[src/imc_sqrt_stage.sv]
// ----------------------------------------------------------------------------
// imc_sqrt_stage
// One registered stage of a restoring square root: resolves STEPS result
// bits per stage for three lanes, then holds the stage under stall.
// ----------------------------------------------------------------------------
module imc_sqrt_stage #(
   parameter int QW    = 62,
   parameter int STEPS = 4,
   parameter int FIRST = 0     // index of first result bit handled, from MSB
) (
   input  logic               clock,
   input  logic               reset,
   input  logic               adv,
   input  logic               in_valid,
   input  logic [2:0][QW-1:0] in_rem,
   input  logic [2:0][QW-1:0] in_root,
   input  logic [2:0]         in_ok,
   input  logic               in_nt,
   output logic               out_valid,
   output logic [2:0][QW-1:0] out_rem,
   output logic [2:0][QW-1:0] out_root,
   output logic [2:0]         out_ok,
   output logic               out_nt
);
   localparam int RW = QW / 2;

   logic [2:0][QW-1:0] rem_in, root_in;
   logic               valid_ff;
   logic [2:0][QW-1:0] rem_ff, root_ff;
   logic [2:0]         ok_ff;
   logic               nt_ff;

   // root holds the bits found so far; setting bit k adds (4*root+1) << 2k
   // to the square, so that is the trial taken off the remainder.
   always_comb begin
      logic [QW+1:0] trial;
      int            k;
      rem_in  = in_rem;
      root_in = in_root;
      for (int l = 0; l < 3; l++) begin
         for (int s = 0; s < STEPS; s++) begin
            k = RW - 1 - FIRST - s;
            if (k >= 0) begin
               trial = ({2'b00, root_in[l]} << 2 | (QW+2)'(1)) << (2 * k);
               if ({2'b00, rem_in[l]} >= trial) begin
                  rem_in[l]  = rem_in[l] - trial[QW-1:0];
                  root_in[l] = (root_in[l] << 1) | QW'(1);
               end else begin
                  root_in[l] = root_in[l] << 1;
               end
            end
         end
      end
   end

   always_ff @(posedge clock) begin
      if (reset) begin
         valid_ff <= 1'b0;
      end else if (adv) begin
         valid_ff <= in_valid;
      end
      if (adv) begin
         rem_ff  <= rem_in;
         root_ff <= root_in;
         ok_ff   <= in_ok;
         nt_ff   <= in_nt;
      end
   end

   assign out_valid = valid_ff;
   assign out_rem   = rem_ff;
   assign out_root  = root_ff;
   assign out_ok    = ok_ff;
   assign out_nt    = nt_ff;
endmodule

[config.mk]
export PLATFORM = sky130hd
export DESIGN_NAME = imc_sqrt_stage
export DESIGN_NICKNAME = d
export VERILOG_FILES = /design/src/imc_sqrt_stage.sv
export SDC_FILE = /design/constraint.sdc
export NUM_CORES = 1
export LEC_CHECK = 0
export BUFFER_PORTS_ARGS = -buffer_cell sky130_fd_sc_hd__buf_2
export CAP_MARGIN = 15
export CORE_AREA = 2 2 292 294
export DETAILED_ROUTE_END_ITERATION = 8
export DIE_AREA = 0 0 294 296
export GPL_TIMING_DRIVEN = 0
export MAX_ROUTING_LAYER = met4
export SYNTH_ARGS = -nofsm -noshare
export SYNTH_HDL_FRONTEND = slang
export SYNTH_SLANG_ARGS = --single-unit
[constraint.sdc]
create_clock -name clock -period 9.65 [get_ports clock]
set_clock_uncertainty 0.15 [all_clocks]
set_input_delay 1.93 -clock clock [delete_from_list [all_inputs] [get_ports clock]]
set_output_delay 1.93 -clock clock [all_outputs]
set_load 0.05 [all_outputs]
==> results of run 1 <==
-- cells by family after synthesis --
logic type | share of synthesized area
flip-flops | 0.732
AND/OR/NAND/NOR | 0.0826
AO/OA/AOI/OAI | 0.0640
buffers and inverters | 0.0195
adder cells (fa/ha/maj) | 0.0559
XOR/XNOR | 0.0215
multiplexers | 0.0246
-- cells in the final DEF (no fill, tap or decap), drive strengths merged, types with 4 or more instances in the layout --
cell type,netlist,routed
buf,3,762
o31ai,6,6
and4,4,4
diode,0,11
or3,4,4
or2,4,4
a21o,10,10
mux2,16,16
nand2b,4,4
clkbuf,10,59
xnor2,28,28
mux2i,17,17
nor4,44,44
nor2,46,46
xor2,10,10
nor2b,4,4
a31oi,6,6
edfxtp,376,376
a21oi,40,40
o211ai,5,5
inv,64,67
clkinvlp,0,5
nand4,14,14
clkinv,0,20
nand3,25,25
o21ai,28,28
a2111oi,6,6
nor3b,4,4
and3,5,5
a31o,4,4
nor3,20,20
or4,4,4
ha,69,69
o21a,8,8
nand2,36,36
-- stage by stage --
step	instances	cell area, um2	setup TNS (ps)	utilization	hold slack, ps
3_3_place_gp	2803	20500	-26320	0.244	327
5_1_grt	2906	22300	-13.0	0.265	411
6_report	2908	22300	0	0.265	354
3_5_place_dp	2807	20700	-19030	0.245	341
2_1_floorplan	969	15500	0	-	583
4_1_cts	2887	22100	0	0.262	354
-- area by class of cell --
| class | count | area (um2) |
|---|---|---|
| fillers | 8699 | 61900 |
| flip-flops and latches | 377 | 11300 |
| multi-input cells | 515 | 3980 |
| repair buffers | 760 | 3910 |
| well taps | 1090 | 1360 |
| clock buffers | 50 | 1120 |
| clock inverters | 30 | 272 |
| inverters | 64 | 243 |
| plain buffers | 11 | 51.3 |
| diodes | 11 | 27.5 |
-- metal layers --
| metal | vias to the layer above | share of wire |
|---|---|---|
| li1 | 5431 | - |
| met1 | 5635 | 0.38 |
| met2 | 644 | 0.43 |
| met3 | 108 | 0.15 |
| met4 | 0 | 0.037 |
| met5 | - | 0 |
-- state kept, by name, indices dropped and copies added (netlist names) --
register,flops
out_rem,186
out_root,186
out_ok,3
out_nt,1
out_valid,1
-- worst max-delay path: stages --
cell	delay, ps
buf_2	150
or4_1	560
or3_1	330
nor4_2	310
and3_1	280
a21o_1	220
inv_1	150
mux2i_1	180
ha_1	340
a21oi_1	70
nor3_1	560
nor2_4	160
inv_1	170
a21oi_1	120
ha_1	390
nand4_1	180
or4_4	570
nand3_4	160
inv_4	80
mux2i_1	140
ha_1	280
clkbuf_1	290
nand3_1	150
a21oi_1	270
a2111oi_2	140
a2111oi_4	460
buf_6	210
mux2_1	380
-- report_power, final --
group          total (uW)  switching (uW)  internal (uW)
Clock                1630             724            905
Combinational        1140             846            298
Sequential           2000            41.8           1960
Total                4780            1610           3170
-- path summary, 6_finish.rpt --
path | from | endpoint | cells past startpoint
hold / removal | out_valid | out_valid | 2
setup / recovery | in_rem[13] | out_rem[58] | 28
setup reg to reg | out_valid | out_valid | 2
hold reg to reg | out_valid | out_valid | 2
-- repair_timing --
item / 4_1_cts / 5_1_grt
gates resized for setup: 9 / 22
pin swaps: 3 / 7
endpoints found under the setup margin: 11 / 27
buffers inserted: 1 / 11
==> metrics.txt, run 1 <==
outcome completed; routability cong. 0.880; Nets 2222; Synth cell types 76; FFs w/ async S/R, synth 0; PD cells 214 nW/um2; full die area 87000 um2; grt ovf 0; most frequent cells after synthesis edfxtp_1, ha_1, inv_1; reg2reg setup slack 8910 ps; Final Power approximately 4800 uW; clk_lat worst skew ~580 ps; CTS clk-pin slew, worst paths 60 ps; CTS Root Cell clkbuf_16; final wirelength 60.4 mm; Setup WS post-layout about 560 ps; Relative slew margins 0.517; Fmax achieved 110 MHz; Max-cap violations 0; hpwl dp 49.4 mm; initial antenna violation count 26; CTS tree yes; Yosys reg bits 377; Final Hold Vio Count 0; # rows 107; CTS Buf Count 44; number of global-route vias before repair 11191; top cell type's share of synthesized area 0.731; H-tree levels 2; top post-synthesis cells by area edfxtp_1, ha_1, nor4_1; share of cells above drive strength 1 0.491; Data required, critical path 9820 ps; Max VDD drop 129 uV; Die Width 294 um; io pins 757; DR DRC count 0; IO buf count 744; first-pass GRT wire length 79.1 mm; core area about 84000 um2; Primary FF master, synth edfxtp_1; min-delay worst type reg2reg; GR Util met2 0.192; hold_buf cts 0; Critical Path End Type register; GRT Resource Usage Total 0.133; Initial DRC Count 722; Worst Max-Slew Pin Slew 719 ps; clk sinks 377; Startpoint Class input port; met1 usage 0.149; crit path DAT 9260 ps; DRT antenna net count 0; Synth area leader edfxtp_1; final setup violation count 0; largest net degree at the start of global routing 121; LEAKAGE 0.00923 uW; Die H roughly 300 um; crit path max fanout 10; Synthesized Nets 1418; Seq/Total Area, Yosys 0.732; cell area after synthesis 15500 um2; final max-slew violation count 0; Post-synth EDFFs 376; Post-Syn Instances 969; Starting Density 0.184; average size of a mapped cell approximately 16 um2; CP Class in2reg; routed vias 11818; fin crit share 0.942; met3 Use GR 0.0773; synth-to-layout area growth 44.2%; Syn. warnings 0; drt via density roughly 4; buffer levels on the longest clock path 3; DP Worst Slack -1460 ps; busiest layer in global routing met2; post-route minimum period about 9000 ps; routed length per instance about 21 um; router iterations before antenna repair 5; top-count cell post-synth edfxtp_1
Power figures use the tool's default switching activity.
==> inputs of run 2 (changes only) <==
- PLACE_DENSITY: not set -> 0.45
==> run 2 against run 1 <==
Net effect: cell area about the same; via count barely moved; global-route usage increased by 0.47 points; routed wire length up 3.6%; largest cell class unchanged; die area unchanged.
==> metrics.txt, run 2 (synthesis results as in run 1) <==
Die Width 294 um (unchanged); DR DRC count 0 (unchanged); core area 84200 um2 (unchanged); cell family with most CP delay simple AND/OR/NAND/NOR gates (unchanged); crit path max fanout 10 (unchanged); synth-to-layout area growth 44.1% (was 44.2%); H-tree levels 2 (unchanged); min-delay worst type reg2reg (unchanged); share of cells above drive strength 1 0.488 (was 0.491); Slowest-stage cell, CP or4_1 (was or4_4); GRT Resource Usage Total 0.137 (was 0.133); Fmax achieved 109 MHz (was 110 MHz); CTS Root Cell clkbuf_16 (unchanged); hpwl dp 51.0 mm (was 49.4 mm); reg2reg setup slack 8910 ps (about the same); Initial DRC Count 722 (unchanged); DRT antenna net count 0 (unchanged); Worst Max-Slew Pin Slew 787 ps (was 719 ps); post-route minimum period 9170 ps (was 9090 ps); clk sinks 377 (unchanged); Clk network pwr share 0.343 (was 0.341); grt ovf 0 (unchanged); PD cells 215 nW/um2 (was 214 nW/um2); Critical Path End Type register (unchanged); final wirelength 62.6 mm (was 60.4 mm); final setup violation count 0 (unchanged); routed vias 11814 (was 11818); Post-Layout Cell Count 2902 (was 2908); CTS clk-pin slew, worst paths 60 ps (about the same); number of global-route vias before repair 11589 (was 11191); Startpoint Class input port (unchanged); Final Cell Area 22300 um2 (about the same); Int Power 3190 uW (was 3170 uW); Max-cap violations 0 (unchanged); clk_lat worst skew 580 ps (about the same); Data required, critical path 9810 ps (was 9820 ps); routed length per instance 21.6 um (was 20.8 um); Max VDD drop 145 uV (was 129 uV); biggest cell delay along the critical path 620 ps (was 570 ps); Nets 2218 (was 2222); routability cong. 0.861 (was 0.880); Relative slew margins 0.475 (was 0.517); Gate power share 0.237 (was 0.239); IO buf count 744 (unchanged); CTS Buf Count 44 (unchanged); router iterations before antenna repair 5 (unchanged); io pins 757 (unchanged); Setup WS post-layout 480 ps (was 561 ps); Area after DPL 20600 um2 (was 20700 um2); Die H 296 um (unchanged); CP Class in2reg (unchanged); first-pass GRT wire length 82.6 mm (was 79.1 mm); final max-slew violation count 0 (unchanged); initial antenna violation count 25 (was 26); sw frac 0.334 (was 0.337); crit path DAT 9330 ps (was 9260 ps); Final Hold Vio Count 0 (unchanged); full die area 87000 um2 (unchanged); outcome completed (unchanged); net switching power 1600 uW (was 1610 uW); LEAKAGE 0.00924 uW (was 0.00923 uW); CP bufs+invs 6 (unchanged); DP Worst Slack -1970 ps (was -1460 ps); largest net degree at the start of global routing 127 (was 121); Seq pwr share 0.420 (about the same); fin crit share 0.950 (was 0.942); Post-Route Setup TNS 0 ps (unchanged); most frequent cells in the layout buf_2, edfxtp_1, ha_1, inv_1 (unchanged); most common cell after layout, fill and taps aside buf_2 (unchanged); drt via density 4.07 (was 4.06); Final Util 0.264 (was 0.265); CTS tree yes (unchanged); # rows 107 (unchanged); Starting Density 0.184 (unchanged); Cells after DPL 2807 (unchanged); buffer levels on the longest clock path 3 (unchanged)
run 2: changes by cell type in the layout (fill, tap and decap cells not counted), moves of 2 or more:
cell	delta
nor4_1	+2
clkinv_1	+2
clkinv_4	-2
diode_2	-2
clkinvlp_4	-2
clkinv_2	-3
nor4_2	-3
inv_6	+3
buf_4	-3
run 2: layout make-up:
class | instances | area, um2
Timing Repair Buffer | 757 | 3890
Inverter | 64 | 245
Fill cell | 8748 | 61900
Sequential cell | 377 | 11300
Tap cell | 1090 | 1360
Multi-Input combinational cell | 515 | 3980
Buffer | 10 | 47.5
Antenna cell | 9 | 22.5
Clock inverter | 28 | 273
Clock buffer | 52 | 1130
run 2: metal layers:
metal / global-route usage / share of wire / wire length, um
met1: 0.165 / 0.41 / 25700
met2: 0.211 / 0.47 / 29200
met3: 0.0477 / 0.091 / 5690
met4: 0.0548 / 0.032 / 1980
met5: - / 0 / 0
run 2: worst register-to-register path: stages (launching register included):
cell,delay (ps)
dfxtp_1,310
mux2i_1,120
nor2_1,50
run 2: final timing paths:
check / startpoint / endpoint / depth (start not counted)
worst max-delay path: in_rem[13] / out_rem[58] / 31
worst min-delay path: out_valid / out_valid / 2
worst max register to register: out_valid / out_valid / 2
worst min register to register: out_valid / out_valid / 2
run 2: power groups by stage:
stage	logic (uW)	registers (uW)	clock network [uW]
2_1_floorplan	268	2520	0
3_3_place_gp	1120	2060	0
3_5_place_dp	1130	2040	0
4_1_cts	1130	2010	1700
5_1_grt	1200	2020	1750
6_report	1140	2010	1640
run 2: repair_timing:
item                                    CTS  global route
gates resized for setup                  14            20
buffers inserted                          3             6
pin swaps                                 3             4
hold buffers                              0             0
endpoints found under the setup margin   22            27
run 2: per-stage QoR:
| step | power, uW | hold slack (ps) |
|---|---|---|
| final | 4780 | 357 |
| after global placement | 3170 | 340 |
| after CTS | 4840 | 355 |
| after detailed placement | 3170 | 338 |
| after global routing | 4970 | 386 |
| after floorplan | 2790 | 583 |
==> inputs of run 3 (changes only) <==
- GPL_TIMING_DRIVEN: 0 -> 1
==> run 3 against run 2 <==
Net effect: register-to-register slack hardly changed; critical endpoint is now out_rem[185]; highest routed layer unchanged; critical path depth stayed put; die area did not move; hold slack about the same; largest power group unchanged.
==> metrics.txt, run 3 (synthesis results as in run 1) <==
GRT Resource Usage Total 0.139 (was 0.137); buffer levels on the longest clock path 3 (unchanged); io pins 757 (unchanged); CTS tree yes (unchanged); Final Hold Vio Count 0 (unchanged); largest net degree at the start of global routing 158 (was 127); outcome completed (unchanged); clk sinks 377 (unchanged); CTS clk-pin slew, worst paths 60 ps (about the same); Setup WS post-layout 787 ps (was 480 ps); crit path DAT 9020 ps (was 9330 ps); crit path max fanout 6 (was 10); CP Class in2reg (unchanged); final wirelength 63.0 mm (was 62.6 mm); Post-Layout Cell Count 2993 (was 2902); hpwl dp 52.0 mm (was 51.0 mm); DP Worst Slack -266 ps (was -1970 ps); router iterations before antenna repair 5 (unchanged); Max VDD drop 119 uV (was 145 uV); DRT antenna net count 0 (unchanged); H-tree levels 2 (unchanged); synth-to-layout area growth 47.4% (was 44.1%); post-route minimum period 8860 ps (was 9170 ps); hold_ws 357 ps (about the same); drt via density 4.04 (was 4.07); # rows 107 (unchanged); Critical Path End Type register (unchanged); Most Frequent Cell on Critical Path ha_1; Slowest-stage cell, CP or4_1 (unchanged); first-pass GRT wire length 84.7 mm (was 82.6 mm); routed length per instance 21.1 um (was 21.6 um); most common cell after layout, fill and taps aside buf_2 (unchanged); Resize count post-CTS 0 (was 14); DR DRC count 0 (unchanged); PD cells 212 nW/um2 (was 215 nW/um2); full die area 87000 um2 (unchanged); routed vias 12083 (was 11814); Starting Density 0.184 (unchanged); Nets 2304 (was 2218); clk_lat worst skew 580 ps (about the same); final setup violation count 0 (unchanged); Initial DRC Count 756 (was 722); CTS Root Cell clkbuf_16 (unchanged); Worst Max-Slew Pin Slew 1210 ps (was 787 ps); min-delay worst type reg2reg (unchanged); routability cong. 0.861 (unchanged); Cells after DPL 2899 (was 2807); Startpoint Class input port (unchanged); share of cells above drive strength 1 0.505 (was 0.488); fin crit share 0.918 (was 0.950); Fmax achieved 113 MHz (was 109 MHz); most frequent cells in the layout buf_2, edfxtp_1, buf_4, ha_1, inv_1 (was buf_2, edfxtp_1, ha_1, inv_1); Die Width 294 um (unchanged); RSZ-0062 raised after global routing no; hold_buf cts 0 (unchanged); core area 84200 um2 (unchanged); grt ovf 0 (unchanged); final max-slew violation count 0 (unchanged); Relative slew margins 0.196 (was 0.475); Final Util 0.271 (was 0.264); Post-CTS Setup Inserts 0 (was 3); CTS Buf Count 44 (unchanged); Max-cap violations 0 (unchanged); Die H 296 um (unchanged); fill count 8759 (was 8748); biggest cell delay along the critical path 610 ps (was 620 ps); LEAKAGE 0.00963 uW (was 0.00924 uW); Data required, critical path 9810 ps (about the same); number of global-route vias before repair 12102 (was 11589); IO buf count 744 (unchanged); initial antenna violation count 24 (was 25)
## run 3: worst paths after layout
path / startpoint / to / slack [ps] / cells past startpoint
setup reg to reg: out_valid / out_valid / 8910 / 2
setup / recovery: in_rem[127] / out_rem[185] / 790 / 31
hold reg to reg: out_valid / out_valid / 360 / 2
hold / removal: out_valid / out_valid / 360 / 2
## run 3: power breakdown
group	internal, uW	switching [uW]	total [uW]
clock	927	688	1610
sequential	1960	48.4	2010
combinational	345	849	1190
total	3240	1580	4820
## run 3: routing by layer
metal,GRT usage,up-vias,part of all wire
met5,-,-,0
met4,0.0511,0,0.030
met3,0.0392,81,0.084
met2,0.221,541,0.48
met1,0.169,5862,0.41
li1,-,5599,-
## run 3: critical path, delay by kind of cell
kind / cells / cell delay (ps)
AO/OA/AOI/OAI: 10 / 2350
adder cells (fa/ha/maj): 3 / 930
buffers and inverters: 3 / 510
multiplexers: 3 / 960
AND/OR/NAND/NOR: 12 / 2340
## run 3: final cells by class
class / count / area [um2] / area share
diodes: 16 / 40.0 / 0.00176
flip-flops and latches: 377 / 11300 / 0.496
clock buffers: 54 / 1140 / 0.0500
multi-input cells: 515 / 3870 / 0.170
clock inverters: 24 / 251 / 0.0110
repair buffers: 853 / 4560 / 0.200
inverters: 64 / 243 / 0.0107
well taps: 1090 / 1360 / 0.0599
## run 3: metrics by stage
| step | setup TNS (ps) | area (um2) | total power [uW] |
|---|---|---|---|
| after floorplan | 0 | 15500 | 2790 |
| after global placement | -899 | 21300 | 3230 |
| after detailed placement | -1420 | 21300 | 3240 |
| after CTS | 0 | 22700 | 4890 |
| after global routing | 0 | 22800 | 5020 |
| final | 0 | 22800 | 4820 |
